$ cat src/rtl/wsd_pkg.sv
`timescale 1ns / 1ps
// ----------------------------------------------------------------------------
// wsd_pkg
// Shared types and codes for the websocket frame deframer.
// ----------------------------------------------------------------------------
package wsd_pkg;

    localparam logic [1:0] KIND_DATA  = 2'd0;
    localparam logic [1:0] KIND_EMPTY = 2'd1;
    localparam logic [1:0] KIND_DROP  = 2'd2;

    // 7-bit length codes that announce an extended length
    localparam logic [6:0] LEN_EXT16 = 7'd126;
    localparam logic [6:0] LEN_EXT64 = 7'd127;

    localparam logic [15:0] MAX_PAYLOAD_RESET = 16'd4096;

    typedef struct packed {
        logic [1:0] kind;
        logic [7:0] data_byte;
        logic [3:0] frame_opcode;
        logic       last;
    } result_t;

endpackage

$ cat src/rtl/wsd_parser.sv
`timescale 1ns / 1ps
// ----------------------------------------------------------------------------
// wsd_parser
// Header and payload walker: one received byte updates the frame state and
// yields at most one result item in the same cycle.
// ----------------------------------------------------------------------------
module wsd_parser
(
    input  logic               clk,
    input  logic               rst_n,
    input  logic               cfg_wr_en,
    input  logic [15:0]        cfg_wr_data,
    input  logic               byte_valid,
    input  logic [7:0]         byte_in,
    output logic               res_valid,
    output wsd_pkg::result_t   res
);

    localparam logic [2:0] PH_HDR0 = 3'd0;
    localparam logic [2:0] PH_HDR1 = 3'd1;
    localparam logic [2:0] PH_EXT  = 3'd2;
    localparam logic [2:0] PH_BODY = 3'd3;

    logic [15:0] max_payload_reg;
    logic [2:0]  phase_reg,    phase_next;
    logic [3:0]  opcode_reg,   opcode_next;
    logic [63:0] accum_reg,    accum_next;
    logic [3:0]  ext_left_reg, ext_left_next;
    logic [63:0] remain_reg,   remain_next;
    logic        dropping_reg, dropping_next;

    logic        hdr_done;
    logic [63:0] hdr_len;
    logic [63:0] remain_dec;
    logic [63:0] accum_shift;
    logic [3:0]  ext_left_dec;

    assign remain_dec   = remain_reg - 64'd1;
    assign accum_shift  = {accum_reg[55:0], byte_in};
    assign ext_left_dec = ext_left_reg - 4'd1;

    always_comb
    begin
        phase_next    = phase_reg;
        opcode_next   = opcode_reg;
        accum_next    = accum_reg;
        ext_left_next = ext_left_reg;
        remain_next   = remain_reg;
        dropping_next = dropping_reg;
        hdr_done      = 1'b0;
        hdr_len       = 64'd0;
        res_valid     = 1'b0;
        res.kind         = wsd_pkg::KIND_DATA;
        res.data_byte    = 8'd0;
        res.frame_opcode = opcode_reg;
        res.last         = 1'b0;

        if (byte_valid)
        begin
            unique case (phase_reg)
                PH_HDR1:
                begin
                    if (byte_in[6:0] == wsd_pkg::LEN_EXT16
                        || byte_in[6:0] == wsd_pkg::LEN_EXT64)
                    begin
                        ext_left_next = (byte_in[6:0] == wsd_pkg::LEN_EXT16) ? 4'd2 : 4'd8;
                        accum_next    = 64'd0;
                        phase_next    = PH_EXT;
                    end
                    else
                    begin
                        hdr_done = 1'b1;
                        hdr_len  = {57'd0, byte_in[6:0]};
                    end
                end
                PH_EXT:
                begin
                    accum_next    = accum_shift;
                    ext_left_next = ext_left_dec;
                    if (ext_left_dec == 4'd0)
                    begin
                        hdr_done = 1'b1;
                        hdr_len  = accum_shift;
                    end
                end
                PH_BODY:
                begin
                    remain_next = remain_dec;
                    if (remain_dec == 64'd0)
                        phase_next = PH_HDR0;
                    if (dropping_reg)
                    begin
                        if (remain_dec == 64'd0)
                        begin
                            dropping_next = 1'b0;
                            res_valid     = 1'b1;
                            res.kind      = wsd_pkg::KIND_DROP;
                            res.last      = 1'b1;
                        end
                    end
                    else
                    begin
                        res_valid     = 1'b1;
                        res.kind      = wsd_pkg::KIND_DATA;
                        res.data_byte = byte_in;
                        res.last      = (remain_dec == 64'd0);
                    end
                end
                default:
                begin
                    opcode_next = byte_in[3:0];
                    phase_next  = PH_HDR1;
                end
            endcase

            // header finished: start the payload walk or report an empty frame
            if (hdr_done)
            begin
                if (hdr_len == 64'd0)
                begin
                    phase_next    = PH_HDR0;
                    dropping_next = 1'b0;
                    remain_next   = 64'd0;
                    res_valid     = 1'b1;
                    res.kind      = wsd_pkg::KIND_EMPTY;
                    res.last      = 1'b1;
                end
                else
                begin
                    dropping_next = (hdr_len > {48'd0, max_payload_reg});
                    remain_next   = hdr_len;
                    phase_next    = PH_BODY;
                end
            end
        end
    end

    always_ff @(posedge clk or negedge rst_n)
    begin
        if (!rst_n)
        begin
            max_payload_reg <= wsd_pkg::MAX_PAYLOAD_RESET;
            phase_reg       <= PH_HDR0;
            opcode_reg      <= 4'd0;
            accum_reg       <= 64'd0;
            ext_left_reg    <= 4'd0;
            remain_reg      <= 64'd0;
            dropping_reg    <= 1'b0;
        end
        else
        begin
            if (cfg_wr_en)
                max_payload_reg <= cfg_wr_data;
            phase_reg    <= phase_next;
            opcode_reg   <= opcode_next;
            accum_reg    <= accum_next;
            ext_left_reg <= ext_left_next;
            remain_reg   <= remain_next;
            dropping_reg <= dropping_next;
        end
    end

endmodule

$ cat src/rtl/wsd_skid.sv
`timescale 1ns / 1ps
// ----------------------------------------------------------------------------
// wsd_skid
// Output register with one skid stage, so the parser keeps taking bytes
// while a finished result waits for the receiver.
// ----------------------------------------------------------------------------
module wsd_skid
(
    input  logic               clk,
    input  logic               rst_n,
    input  logic               push_valid,
    input  wsd_pkg::result_t   push_data,
    output logic               space,
    output logic               out_valid,
    output wsd_pkg::result_t   out_data,
    input  logic               out_ready
);

    logic             out_valid_reg;
    logic             skid_valid_reg;
    wsd_pkg::result_t out_reg;
    wsd_pkg::result_t skid_reg;
    logic             out_take;

    assign out_take  = out_valid_reg && out_ready;
    assign space     = !skid_valid_reg;
    assign out_valid = out_valid_reg;
    assign out_data  = out_reg;

    always_ff @(posedge clk or negedge rst_n)
    begin
        if (!rst_n)
        begin
            out_valid_reg  <= 1'b0;
            skid_valid_reg <= 1'b0;
        end
        else if (skid_valid_reg)
        begin
            if (out_take)
                skid_valid_reg <= 1'b0;
        end
        else if (push_valid)
        begin
            if (!out_valid_reg || out_take)
                out_valid_reg <= 1'b1;
            else
                skid_valid_reg <= 1'b1;
        end
        else if (out_take)
        begin
            out_valid_reg <= 1'b0;
        end
    end

    always_ff @(posedge clk)
    begin
        if (skid_valid_reg)
        begin
            if (out_take)
                out_reg <= skid_reg;
        end
        else if (push_valid)
        begin
            if (!out_valid_reg || out_take)
                out_reg <= push_data;
            else
                skid_reg <= push_data;
        end
    end

endmodule

$ cat src/rtl/websocket_frame_deframer.sv
`timescale 1ns / 1ps
// ----------------------------------------------------------------------------
// websocket_frame_deframer
// Parses unmasked websocket frames from a byte stream into payload items.
// ----------------------------------------------------------------------------
// usage
//   s_axis carries one received link byte per item in tdata.
//   m_axis carries results: tuser is the kind (payload byte, empty frame,
//   oversize frame dropped), tdata holds the payload byte and the frame
//   opcode, tlast marks the item that ends a frame.
//   header bytes give no result but for an empty frame, whose last header
//   byte gives one empty notice; a dropped frame gives only one drop notice, on its last byte.
//   cfg_wr_en / cfg_wr_data set the largest accepted payload length; it is
//   sampled when a frame header ends.
// timing
//   one input item per cycle while s_axis_tready is high; each result is
//   registered into the output register, or the skid stage if it is held.
//   the per-byte work is one 64-bit decrement and compare on the remaining length.
//   when the receiver stalls the output register holds and a one-entry skid
//   stage takes one more result; s_axis_tready then drops until it drains.
// reset
//   rst_n clears the parser to wait for a first header byte, empties the
//   output stages and sets the limit to 4096 bytes.
// ----------------------------------------------------------------------------
module websocket_frame_deframer
(
    input  logic        clk,
    input  logic        rst_n,
    input  logic        cfg_wr_en,
    input  logic [15:0] cfg_wr_data,
    input  logic        s_axis_tvalid,
    output logic        s_axis_tready,
    input  logic [7:0]  s_axis_tdata,    // [7:0] in_byte
    output logic        m_axis_tvalid,
    input  logic        m_axis_tready,
    output logic [15:0] m_axis_tdata,    // [7:0] data_byte, [11:8] frame_opcode, rest zero
    output logic [1:0]  m_axis_tuser,    // [1:0] kind
    output logic        m_axis_tlast
);

    logic             in_accept;
    logic             res_valid;
    wsd_pkg::result_t res;
    wsd_pkg::result_t out_item;

    assign in_accept = s_axis_tvalid && s_axis_tready;

    wsd_parser u_parser
    (
        .clk         (clk),
        .rst_n       (rst_n),
        .cfg_wr_en   (cfg_wr_en),
        .cfg_wr_data (cfg_wr_data),
        .byte_valid  (in_accept),
        .byte_in     (s_axis_tdata),
        .res_valid   (res_valid),
        .res         (res)
    );

    wsd_skid u_skid
    (
        .clk        (clk),
        .rst_n      (rst_n),
        .push_valid (res_valid),
        .push_data  (res),
        .space      (s_axis_tready),
        .out_valid  (m_axis_tvalid),
        .out_data   (out_item),
        .out_ready  (m_axis_tready)
    );

    assign m_axis_tdata = {4'd0, out_item.frame_opcode, out_item.data_byte};
    assign m_axis_tuser = out_item.kind;
    assign m_axis_tlast = out_item.last;

endmodule

$ cat config.mk
export PLATFORM = sky130hd
export DESIGN_NAME = websocket_frame_deframer
export DESIGN_NICKNAME = d
export VERILOG_FILES = /design/src/rtl/wsd_pkg.sv /design/src/rtl/wsd_parser.sv /design/src/rtl/wsd_skid.sv /design/src/rtl/websocket_frame_deframer.sv
export SDC_FILE = /design/constraint.sdc
export NUM_CORES = 1
export LEC_CHECK = 0
export BUFFER_PORTS_ARGS = -buffer_cell sky130_fd_sc_hd__buf_2
export CAP_MARGIN = 10
export CORE_UTILIZATION = 50
export DETAILED_ROUTE_END_ITERATION = 8
export PLACE_DENSITY_LB_ADDON = 0.05
export REMOVE_ABC_BUFFERS = 1
export SLEW_MARGIN = 20
export SYNTH_ARGS = -nofsm -noshare
export SYNTH_HDL_FRONTEND = slang
export SYNTH_SLANG_ARGS = --single-unit
$ cat constraint.sdc
create_clock -name clk -period 5.5 [get_ports clk]
set_clock_uncertainty 0.15 [all_clocks]
set_input_delay 0.55 -clock clk [delete_from_list [all_inputs] [get_ports clk]]
set_output_delay 0.55 -clock clk [all_outputs]
set_load 0.1 [all_outputs]
== After elaboration in Yosys (flattened, before gate mapping) ==
Index checks and enable logic that the tools add are counted.
Widths: inputs -> output; s select.
Cells by class
  eq/ne operators: 11
  add/sub/neg operators: 2
  magnitude comparators: 1
  reductions and logical operators: 22
  bitwise gates (word level): 3
  muxes and demuxes: 55
Operators with widths (number)
  $mux 64: 5
  $logic_not 64->1: 2
  $pmux 64 s2: 1
  $pmux 56 s2: 1
  $gt 64x16->1: 1
  $sub 64x1->64 const B: 1
  $mux 15: 4
  $mux 56: 1
  $mux 1: 26
  $mux 10: 2
  $eq 7x7->1 const B: 2
  $reduce_and 3->1: 4
  $mux 2: 5
  $reduce_bool 2->1: 5
  $mux 3: 3
  $pmux 3 s3: 1
  $mux 4: 2
  $mux 8: 1
  $pmux 4 s2: 1
  $mux 7: 1
  $eq 3x2->1 const B: 2
  $ne 2x1->1 const B: 3
  $ne 3x1->1 const B: 2
  $logic_not 4->1: 1
  other kinds (11): 17
Word-level totals
  bits of input ports: 29
  logic and storage cells: 111
  register bits: 180

== Logic depth before layout (Yosys ltp) ==
Gate-level depths: netlist of run 1.
  word-level depth: 12
  mapped depth: 18
  gate-level depth less buffers: 17

== By module ==
From an unflattened synthesis of run 1, not the netlist that was laid out.
Unflattened totals
  cells, all modules: 1144
  area, all modules: 10487.6 µm²
By module, submodules not included
  wsd_parser: sequential area each 3679.8 µm², area an instance 9187.6 µm², cells an instance 1080, times used 1
  wsd_skid: sequential area each 950.9 µm², area an instance 1260.0 µm², cells an instance 58, times used 1
  websocket_frame_deframer: sequential area each 0.0 µm², area an instance 40.0 µm², cells an instance 6, times used 1

== Worst setup path before layout of run 1 ==
OpenSTA, ideal clock, no wires.
  path type: flip-flop to flip-flop
  from: register u_parser.remain_reg[0]
  to: register u_skid.out_reg, in the netlist u_skid.out_data[0], enable pin
  stages on the path, launching flop included: 12
  library setup time: 0.408 ns
  period minus slack after synthesis: 4.758 ns
  data arrival time: 4.200 ns
  setup slack: 0.742 ns
  required time: 4.942 ns
  cell sequence: dfrtp_1 -> inv_1 -> ha_1 -> nor3b_2 -> nand4_1 -> or4_1 -> xnor2_1 -> nor4_1 -> nand4_1 -> nor4_4 -> nor2b_1 -> o21ai_0
On the way
  cells in the longest elaborated chain, start to end: 10
Ends and longest elaborated chain
  start: declaration: line wsd_parser.sv:29  | logic [63:0] remain_reg, remain_next;
  start signal: assignment: line wsd_parser.sv:158  | remain_reg <= remain_next;
  $sub 64x1->64 (*): line wsd_parser.sv:38  | assign remain_dec = remain_reg - 64'd1;
  $logic_not 64->1 (*): line wsd_parser.sv:93  | if (remain_dec == 64'd0)
  $mux 1 (*): line wsd_parser.sv:93
  $mux 1 (*): line wsd_parser.sv:91  | if (dropping_reg)
  $mux 1 (*): line wsd_parser.sv:60  | unique case (phase_reg)
  $mux 1: line wsd_parser.sv:119  | if (hdr_len == 64'd0)
  $mux 1 (*): line wsd_parser.sv:117  | if (hdr_done)
  $mux 1 (*): line wsd_parser.sv:58  | if (byte_valid)
  $reduce_bool 2->1 (no source line) (*)
  $reduce_and 3->1 (no source line) (*)
  end signal: assignment: line wsd_skid.sv:60  | out_reg <= skid_reg;
  end signal: assignment: line wsd_skid.sv:65  | out_reg <= push_data;
  end: declaration: line wsd_skid.sv:21  | wsd_pkg::result_t out_reg;
Mark *: on every way between the ends. The rest lies on a longest branch, timed or not.
A chain may end at the register's enable or synchronous reset.

== Worst setup path in the final report of run 1 ==
  from: register u_parser.remain_reg[0]
  to: register u_skid.out_reg, in the netlist u_skid.out_data[7], enable pin
The elaborated chain is that of the path after synthesis.

==> results of run 1 <==
## cell families after synthesis
group	Yosys count	synth area share [%]
simple gates	438	23.0
compound gates	358	21.8
flops	179	44.9
buf+inv	115	4.44
fa+ha+maj	25	3.03
xor+xnor	18	1.53
mux	12	1.27
other cells	1	0.0364
## worst max-delay path: stages (launching register included)
cell	delay [ns]
sky130_fd_sc_hd__dfrtp_1	0.45
sky130_fd_sc_hd__inv_1	0.10
sky130_fd_sc_hd__ha_1	0.30
sky130_fd_sc_hd__nor3b_2	0.48
sky130_fd_sc_hd__nand3_2	0.28
sky130_fd_sc_hd__nor4_1	0.69
sky130_fd_sc_hd__xnor2_1	0.23
sky130_fd_sc_hd__a21oi_1	0.31
sky130_fd_sc_hd__nand4_1	0.23
sky130_fd_sc_hd__nor4_4	0.54
sky130_fd_sc_hd__nor2b_1	0.19
sky130_fd_sc_hd__o21ai_1	0.40
sky130_fd_sc_hd__buf_4	0.29
## cell type report
cell class	count	area (um^2)	area share, %
flip-flops and latches	179	4630	40.5
clock buffers	17	425	3.72
well taps	270	338	2.95
multi-input cells	855	5290	46.2
repair buffers	67	412	3.60
clock inverters	15	200	1.75
inverters	41	154	1.34
## cells in the mapped netlist, drive strengths merged, types with 13 or more instances
library cell,count
nand3,25
a31oi,16
a21o,13
or3,17
nor4,58
nor3,55
clkbuf,63
a22o,58
inv,41
edfxtp,30
nor2,96
or4,16
and2,26
a21oi,69
nand2,71
dfrtp,148
o21ai,141
nand4,32
ha,25
## how the worst max path moves through the flow
stage | to | slack, ns | cells after the start
after floorplan | u_parser.dropping_reg | -1.99 | 10
after global placement | u_skid.out_data[3] | 0.77 | 12
after detailed placement | u_skid.out_data[4] | 0.64 | 12
after CTS | u_skid.out_data[11] | 0.61 | 12
after global routing | u_skid.out_data[7] | 0.27 | 12
final | u_skid.out_data[7] | 0.56 | 12
## where the power goes
part           switching [uW]  internal, uW
Clock                     655           630
Combinational             958           285
Sequential                165          1530
Total                    1780          2440
## timing repair
item                                   4_1_cts  5_1_grt
hold buffers                                 1        0
endpoints found under the hold margin       36        0
setup endpoints to repair                    0        0
## through the flow
| stage | hold slack [ns] | area [um^2] |
|---|---|---|
| 5_1_grt | 0.155 | 11400 |
| 3_3_place_gp | 0.301 | 10800 |
| 4_1_cts | 0.141 | 11400 |
| 6_report | 0.146 | 11400 |
| 2_1_floorplan | 0.104 | 10000 |
| 3_5_place_dp | 0.303 | 10800 |
## layer usage
layer | vias up | GRT usage [%] | share of wire, %
li1 | 4330 | - | -
met3 | 97 | 4.11 | 5.2
met2 | 360 | 51.4 | 47
met1 | 4477 | 41.4 | 43
met4 | 0 | 17.3 | 5.5
met5 | - | 0 | 0
==> Implementation_results.wiki, run 1 <==
{| class="wikitable"
! Metric !! Value
|-
| Total number of vias || 9,264
|-
| Initial detailed-routing violation count || between 900 and 1,000
|-
| Result of the run || finished, final reports clean
|-
| IO Port Bufs || 45
|-
| Portion of synthesized cell area occupied by the leading cell type || 35.9%
|-
| Crit path DAT || between 4 and 5 ns
|-
| Clock input transition at the sequential cells of the worst setup and hold paths || 0.09 ns
|-
| Fill count || 1,802
|-
| Most area-consuming cells after synthesis || sky130_fd_sc_hd__dfrtp_1 (36%), sky130_fd_sc_hd__edfxtp_1 (8.7%), sky130_fd_sc_hd__o21ai_0 (6.8%)
|-
| Worst ir drop on vdd || 661 uV
|-
| Number of optimization iterations in the first detailed-route pass || 5
|-
| Highest-count cells in the layout ignoring fill and taps || sky130_fd_sc_hd__dfrtp_1 (148), sky130_fd_sc_hd__o21ai_0 (139), sky130_fd_sc_hd__nor2_1 (95)
|-
| Async set-reset flop share out of synthesis || 83.2%
|-
| Worst hold path stage count || 3
|-
| Sequential area share after synthesis || 44.9%
|-
| Clock tree root buffer cell || sky130_fd_sc_hd__clkbuf_16
|-
| Static power due to leakage || 0.00481 uW
|-
| Number of flip-flops under the largest register name || 64
|-
| Path type of the worst min-delay path || in2reg
|-
| Worst hold start || cfg_wr_data[11]
|-
| Number of CTS-inserted buffers || 17
|-
| CP Data Required Time || 5.50 ns
|-
| Total power consumption of the routed design || 4220 uW
|-
| Post-synth top area cell || sky130_fd_sc_hd__dfrtp_1
|-
| Number of warning messages in the yosys log || 0
|-
| Post-DP HPWL || between 20,000 and 25,000 um
|-
| Count of state elements after synthesis || ~180
|-
| Shortest period the worst path allows || 4.94 ns
|-
| Critical path origin || u_parser.remain_reg[0]
|-
| Mapped Avg Cell Area || 9.00 um^2
|-
| Clock tree from TritonCTS || done
|-
| Setup repair after global routing missed its margin || no
|-
| Sort of element at the start of the critical path || register
|-
| Worst slack at placement || 0.643 ns
|-
| Std-Cell Rows || 52
|-
| Ratio of total power to cell area || approximately 370 mW/mm^2
|-
| Non-filler cells, final || ~1,400
|-
| Leading cell type in the layout, fill and taps excluded || sky130_fd_sc_hd__dfrtp_1
|-
| Vertical extent of the die || 146 um
|-
| Synth Flop Type || sky130_fd_sc_hd__dfrtp_1
|-
| Max Clk Rate || 0.203 GHz
|-
| Pin count of the biggest net entering global routing || 80
|-
| Number of buffers on the longest clock path || 2
|-
| Post-CTS repair timing setup buffer count || 0
|-
| Remaining design rule violation count || 0
|-
| Die area || 0.0212 mm^2
|-
| Number of endpoints with negative hold slack in the final report || 0
|-
| Endpoint of the lowest-slack register-to-register path || u_skid.out_data[7]
|-
| Die Span X || roughly 150 um
|-
| Hold-critical path endpoint || u_parser.max_payload_reg[11]
|-
| Placed cells || 1,411
|-
| Core Region || just over 0.02 mm^2
|-
| Worst R2R Path Depth || 12
|-
| H-tree depth reported by CTS || 4
|-
| Number of flops mapped to enable cells by yosys || 30
|-
| Max-slew violation count || 0
|-
| Number of antenna violations at the first check in global routing || 0
|-
| Final setup vio count || 0
|-
| Setup TNS Final || 0 ns
|-
| Portion of the clock cycle consumed by the worst path in the final layout || 89.8%
|-
| Headroom to the max-slew limit || between 30% and 40%
|-
| Initial Utilization || 51.0%
|-
| Diodes inserted || 0
|-
| Launch point of the worst reg-to-reg path || u_parser.remain_reg[0]
|-
| Detailed Route WL || between 30,000 and 40,000 um
|-
| Type of the worst setup path || reg2reg
|-
| Detail-routed net length per standard cell || 22.6 um
|-
| Ratio of routed vias to standard cells || 6.42
|-
| Clock latency at the later pin of the worst-skew pair || 0.45 ns
|-
| First-pass GRT wire length || 51,700 um
|-
| Kind of end point of the critical path || register
|-
| Overflow left after global routing || 0
|-
| Final design utilization || roughly 57%
|-
| Growth of design area from synthesis to finish || 11.0%
|-
| Number of different library cells in the post-synthesis netlist || 67
|-
| Gate Count Post-Synth || 1,146
|-
| Global-route usage over all layers || between 30% and 40%
|-
| Smallest setup slack after layout || 0.562 ns
|-
| GP Congestion || 0.980
|-
| Total of max-cap violations || 0
|-
| Post-cts gate resize count || 0
|-
| Critical path fanouts, max || 12
|-
| Slew at the pin with the worst max-slew slack || 0.944 ns
|-
| Number of sinks handled by clock tree synthesis || 179
|-
| Final antenna-violating net count || 0
|-
| Share of post-route cells with drive strength above 1 || 11.6%
|-
| Synthesized area || 0.0103 mm^2
|-
| Worst reg2reg setup slack || 0.56 ns
|-
| I/O pin count || 50
|-
| Post-layout net count || 1,215
|-
| Vias in the first global route || 8,873
|}
Power figures use the tool's default switching activity.
==> run 2, diff against run 1 <==
--- a/config.mk
+++ b/config.mk
@@ -10,7 +10,6 @@
 export CORE_UTILIZATION = 50
 export DETAILED_ROUTE_END_ITERATION = 8
 export PLACE_DENSITY_LB_ADDON = 0.05
-export REMOVE_ABC_BUFFERS = 1
 export SLEW_MARGIN = 20
 export SYNTH_ARGS = -nofsm -noshare
 export SYNTH_HDL_FRONTEND = slang
==> run 2 against run 1 <==
Power about the same. Via count grew 0.46%. Register-to-register slack improved by 0.18 ns. Sequential cell count did not move. Largest cell class unchanged.
==> Implementation_results.wiki, run 2 (synthesis gave the netlist of run 1 again) <==
{| class="wikitable"
! Metric !! Value
|-
| Type of the worst setup path || reg2reg
|-
| Slew at the pin with the worst max-slew slack || 1.10 ns
|-
| Shortest period the worst path allows || 4.76 ns
|-
| Number of antenna violations at the first check in global routing || 0
|-
| First-pass GRT wire length || 51,800 um
|-
| Die Span X || ~150 um
|-
| Highest-count cells in the layout ignoring fill and taps || sky130_fd_sc_hd__dfrtp_1 (148), sky130_fd_sc_hd__o21ai_0 (139), sky130_fd_sc_hd__nor2_1 (95)
|-
| Kind of end point of the critical path || register
|-
| Global-route usage over all layers || 31.5%
|-
| Pin count of the biggest net entering global routing || 105
|-
| Sort of element at the start of the critical path || register
|-
| Setup repair after global routing missed its margin || no
|-
| Total of max-cap violations || 0
|-
| Clock tree root buffer cell || sky130_fd_sc_hd__clkbuf_16
|-
| Crit path DAT || 4.75 ns
|-
| Final antenna-violating net count || 0
|-
| H-tree depth reported by CTS || 4
|-
| Initial detailed-routing violation count || 1,002
|-
| Core Region || 0.0202 mm^2
|-
| Static power due to leakage || 0.00479 uW
|-
| Initial Utilization || 51.0%
|-
| Number of optimization iterations in the first detailed-route pass || 6
|-
| Total number of vias || 9,307
|-
| Final setup vio count || 0
|-
| Ratio of total power to cell area || ~370 mW/mm^2
|-
| CP Data Required Time || 5.49 ns
|-
| Detail-routed net length per standard cell || 22.2 um
|-
| Vias in the first global route || 8,870
|-
| Post-layout net count || 1,212
|-
| Ratio of routed vias to standard cells || 6.46
|-
| Remaining design rule violation count || 0
|-
| Placed cell area || 0.0108 mm^2
|-
| Clock latency at the later pin of the worst-skew pair || 0.45 ns
|-
| Result of the run || finished, final reports clean
|-
| Portion of the clock cycle consumed by the worst path in the final layout || 86.5%
|-
| Share of post-route cells with drive strength above 1 || 11.4%
|-
| Die area || 0.0212 mm^2
|-
| Vertical extent of the die || 146 um
|-
| Path type of the worst min-delay path || in2reg
|-
| Max-slew violation count || 0
|-
| Post-DP HPWL || around 23,000 um
|-
| Post-route cell area || about 0.011 mm^2
|-
| GP Congestion || 0.977
|-
| Critical path fanouts, max || 15
|-
| I/O pin count || 50
|-
| Headroom to the max-slew limit || 26.1%
|-
| Overflow left after global routing || 0
|-
| Std-Cell Rows || 52
|-
| Clock input transition at the sequential cells of the worst setup and hold paths || 0.08 ns
|-
| Number of buffers on the longest clock path || 2
|-
| Max Clk Rate || roughly 0.21 GHz
|-
| Number of sinks handled by clock tree synthesis || 179
|-
| Detailed Route WL || 32,000 um
|-
| Total power consumption of the routed design || 4220 uW
|-
| Leading cell type in the layout, fill and taps excluded || sky130_fd_sc_hd__dfrtp_1
|-
| Worst reg2reg setup slack || around 0.74 ns
|-
| Diodes inserted || 0
|-
| Setup TNS Final || 0 ns
|-
| Number of endpoints with negative hold slack in the final report || 0
|-
| Worst ir drop on vdd || about 190 uV
|-
| Clock tree from TritonCTS || done
|-
| IO Port Bufs || 45
|-
| Number of flip-flops under the largest register name || 64
|-
| Number of CTS-inserted buffers || 17
|-
| Post-cts gate resize count || 0
|-
| Growth of design area from synthesis to finish || 10.8%
|}
-- run 2: path summary, 6_finish.rpt --
check                                  startpoint                           to  depth (start not counted)
min in group asynchronous                   rst_n  u_parser.max_payload_reg[5]                          2
max reg2reg                u_parser.remain_reg[0]           u_skid.skid_reg[1]                         12
max                        u_parser.remain_reg[0]           u_skid.skid_reg[1]                         12
min                                cfg_wr_data[5]  u_parser.max_payload_reg[5]                          3
max in group asynchronous                   rst_n      u_parser.remain_reg[34]                          3
min reg2reg                u_parser.opcode_reg[1]           u_skid.skid_reg[2]                          0
-- run 2: through the flow --
step | hold slack (ns) | instances | worst slack (ns) | utilization, %
floorplan | 0.104 | 1149 | 0.742 | -
finish | 0.158 | 1441 | 0.744 | 56.5
global route | 0.163 | 1441 | 0.453 | 56.5
CTS | 0.124 | 1439 | 0.857 | 56.3
global placement | 0.306 | 1407 | 1.07 | 53.2
detailed placement | 0.318 | 1407 | 0.883 | 53.2
-- run 2: layer usage --
layer	wire [um]	track usage (%)	up-vias
met3	2650	7.15	50
met1	14600	46.0	4521
met2	14100	46.5	420
met4	701	10.0	0
li1	-	-	4316
met5	0	0	-
-- run 2: cell type report --
cell class                 count  area, um^2
inverter                      41         154
sequential                   179        4630
timing repair buffer          64         397
tap                          270         338
clock buffer                  17         425
fill                        1850        8800
multi-input combinational    855        5280
clock inverter                15         208
-- run 2: power by group --
part | internal [uW] | switching, uW
logic | 278 | 948
registers | 1530 | 156
clock network | 702 | 612
total | 2510 | 1720
-- run 2: worst max-delay path, cell delays in order (launching register included) --
cell and delay [ns]:
sky130_fd_sc_hd__dfrtp_1 0.44, sky130_fd_sc_hd__inv_1 0.10, sky130_fd_sc_hd__ha_1 0.29, sky130_fd_sc_hd__nor3b_2 0.60, sky130_fd_sc_hd__nand4_1 0.57, sky130_fd_sc_hd__or4_1 0.70
sky130_fd_sc_hd__xnor2_1 0.15, sky130_fd_sc_hd__nor4_1 0.26, sky130_fd_sc_hd__nand4_1 0.20, sky130_fd_sc_hd__nor4_4 0.45, sky130_fd_sc_hd__nor2b_1 0.15, sky130_fd_sc_hd__o22ai_1 0.13
sky130_fd_sc_hd__buf_4 0.25
-- run 2: repair_timing --
| action | in CTS | in global routing |
|---|---|---|
| buffers inserted | 0 | 0 |
| hold endpoints to repair | 0 | 24 |
| endpoints found under the setup margin | 0 | 0 |
| hold buffers | 0 | 1 |
==> run 3, diff against run 2 <==
--- a/config.mk
+++ b/config.mk
@@ -7,9 +7,11 @@
 export LEC_CHECK = 0
 export BUFFER_PORTS_ARGS = -buffer_cell sky130_fd_sc_hd__buf_2
 export CAP_MARGIN = 10
+export CORE_MARGIN = 10
 export CORE_UTILIZATION = 50
 export DETAILED_ROUTE_END_ITERATION = 8
 export PLACE_DENSITY_LB_ADDON = 0.05
+export REMOVE_ABC_BUFFERS = 1
 export SLEW_MARGIN = 20
 export SYNTH_ARGS = -nofsm -noshare
 export SYNTH_HDL_FRONTEND = slang
==> run 3 against run 2 <==
Sequential power barely moved. Clock-buffer cell count stayed put. Maximum frequency grew 0.63%. Hold slack hardly changed. Clock power barely moved. Routed wire length increased by 5.6%. Non-clock buffer count up 5. First-iteration DRC count is 9.8% lower. Sequential cell count unchanged. Core utilization about the same. Design area up 0.40%. Register-to-register slack better by 0.03 ns. Critical path type unchanged.
==> Implementation_results.wiki, run 3 (synthesis gave the netlist of run 1 again) <==
{| class="wikitable"
! Metric !! Value
|-
| Result of the run || finished, final reports clean
|-
| Worst hold path stage count || 3
|-
| Post-cts gate resize count || 0
|-
| Crit path max-delay cell type || sky130_fd_sc_hd__or4_1
|-
| Clock tree from TritonCTS || done
|-
| Part of the total power dissipated in sequential elements || 39.8%
|-
| Number of sinks handled by clock tree synthesis || 179
|-
| CP Data Required Time || 5.49 ns
|-
| Switching portion of total power || 42.2%
|-
| Clock input transition at the sequential cells of the worst setup and hold paths || 0.08 ns
|-
| I/O pin count || 50
|-
| Total of max-cap violations || 0
|-
| Ratio of total power to cell area || 369 mW/mm^2
|-
| Type of the worst setup path || reg2reg
|-
| Total met2 wirelength after detailed routing || 16,200 um
|-
| Fill count || around 1,900
|-
| Combinational share of power || 29.9%
|-
| Hold-fix buffers, CTS || 1
|-
| Max Clk Rate || 0.212 GHz
|-
| Max-slew violation count || 0
|-
| Vias in the first global route || 9,133
|-
| IO Port Bufs || 45
|-
| Final antenna-violating net count || 0
|-
| Int Power || 2450 uW
|-
| Ratio of routed vias to standard cells || between 6 and 7
|-
| Setup repair after global routing missed its margin || no
|-
| Overflow left after global routing || 0
|-
| H-tree depth reported by CTS || 4
|-
| Die Span X || ~160 um
|-
| Number of antenna violations at the first check in global routing || 0
|-
| Kind of cell with the highest combined delay on the critical path || simple AND/OR/NAND/NOR gates
|-
| Slew at the pin with the worst max-slew slack || 0.970 ns
|-
| Clock tree root buffer cell || sky130_fd_sc_hd__clkbuf_16
|-
| Leading cell type in the layout, fill and taps excluded || sky130_fd_sc_hd__dfrtp_1
|-
| Total number of vias || 9,301
|-
| Number of buffers on the longest clock path || 2
|-
| Die area || 0.0268 mm^2
|-
| Final setup vio count || 0
|-
| Pin count of the biggest net entering global routing || 62
|-
| Initial Utilization || 50.8%
|-
| Sort of element at the start of the critical path || register
|-
| Worst slack at placement || 0.796 ns
|-
| Worst ir drop on vdd || about 450 uV
|-
| Crit path largest cell delay || 0.61 ns
|-
| Critical path fanouts, max || 12
|-
| Combined flip-flop and latch cell area || 0.00463 mm^2
|-
| Diodes inserted || 0
|-
| First-pass GRT wire length || 54,000 um
|-
| Remaining design rule violation count || 0
|-
| Vertical extent of the die || 164 um
|-
| Number of optimization iterations in the first detailed-route pass || 8
|-
| Initial detailed-routing violation count || about 900
|-
| Crit path DAT || between 4 and 5 ns
|-
| Smallest setup slack after layout || approximately 0.77 ns
|-
| Static power due to leakage || 0.00482 uW
|-
| Multi-input combinational cell area || approximately 0.0053 mm^2
|-
| Fraction of power consumed by the clock network || 30.3%
|-
| Std-Cell Rows || 52
|-
| Stages on the worst setup path || 12
|-
| Headroom to the max-slew limit || around a third
|-
| Global-route usage over all layers || 25.8%
|-
| Detailed Route WL || approximately 34,000 um
|-
| Number of CTS-inserted buffers || 17
|-
| Number of endpoints with negative hold slack in the final report || 0
|-
| Sw power || 1790 uW
|-
| GP Congestion || a little over 1
|-
| Worst path bufs/invs || 2
|-
| Highest-count cells in the layout ignoring fill and taps || sky130_fd_sc_hd__dfrtp_1 (148), sky130_fd_sc_hd__o21ai_0 (139), sky130_fd_sc_hd__nor2_1 (95)
|-
| Post-CTS repair timing setup buffer count || 0
|-
| Kind of end point of the critical path || register
|-
| Setup TNS Final || 0 ns
|-
| Share of post-route cells with drive strength above 1 || between 10% and 20%
|-
| Worst R2R Path Depth || 12
|-
| Top layer in use || met4
|-
| Number of flip-flops under the largest register name || 64
|-
| Detail-routed net length per standard cell || 23.4 um
|-
| CP cell instances || inv_1, ha_1, nor3b_2, nand3_2, or4_1, o31a_1, nor4_1, nand4_1, nor4_4, nor2b_1, o22ai_1, buf_4
|-
| Portion of the clock cycle consumed by the worst path in the final layout || 85.9%
|-
| Core Region || about 0.020 mm^2
|-
| Shortest period the worst path allows || 4.73 ns
|-
| Post-layout net count || 1,217
|-
| Post-DP HPWL || 24,800 um
|-
| Path type of the worst min-delay path || in2reg
|-
| Length of routed wiring on met1 || 14,200 um
|-
| Growth of design area from synthesis to finish || 11.3%
|-
| Met3 Routed Length || 1840 um
|-
| Worst-case hold slack || 0.159 ns
|-
| Clock latency at the later pin of the worst-skew pair || 0.44 ns
|}
-- run 3: changes by cell type in the layout (fill, tap and decap cells not counted), sizes merged --
cell / before / now
buf: 63 / 68
bufinv: 2 / 0
clkinv: 4 / 6
clkinvlp: 1 / 2
inv: 49 / 48
-- run 3: layout make-up --
type,instances,share of cell area (%)
multi-input cells,855,46.1
flip-flops and latches,179,40.3
repair buffers,69,3.89
clock buffers,17,3.71
well taps,270,2.94
clock inverters,15,1.73
inverters,41,1.34
-- run 3: final timing paths --
path / start / to / slack (ns)
max: u_parser.remain_reg[0] / u_skid.skid_reg[12] / 0.77
min: cfg_wr_data[15] / u_parser.max_payload_reg[15] / 0.16
max reg2reg: u_parser.remain_reg[0] / u_skid.skid_reg[12] / 0.77
min reg2reg: u_parser.opcode_reg[3] / u_skid.skid_reg[4] / 0.32
max in group asynchronous: rst_n / u_parser.remain_reg[22] / 3.69
min in group asynchronous: rst_n / u_parser.remain_reg[52] / 0.46
-- run 3: through the flow --
step / utilization, % / power, uW / cells / cell area (um^2)
2_1_floorplan: - / 2610 / 1075 / 10000
3_3_place_gp: 53.3 / 2950 / 1412 / 10800
3_5_place_dp: 53.3 / 2950 / 1412 / 10800
4_1_cts: 56.4 / 4240 / 1445 / 11400
5_1_grt: 56.6 / 4430 / 1446 / 11500
6_report: 56.6 / 4240 / 1446 / 11500
-- run 3: per-layer routing --
metal  global-route usage, %  up-vias
met1                    32.6     4517
met2                    41.9      365
met5                       0        -
li1                        -     4336
met3                    4.18       83
met4                    13.1        0
-- run 3: worst min-delay path, cell delays in order --
cell                      delay [ns]
sky130_fd_sc_hd__buf_2          0.07
sky130_fd_sc_hd__nand2_1        0.04
sky130_fd_sc_hd__o21ai_0        0.06
-- run 3: power by group through the flow --
stage,logic (uW),clock network [uW],registers (uW)
2_1_floorplan,487,0,2120
3_3_place_gp,1250,0,1700
3_5_place_dp,1250,0,1710
4_1_cts,1250,1310,1680
5_1_grt,1360,1350,1710
6_report,1270,1280,1690
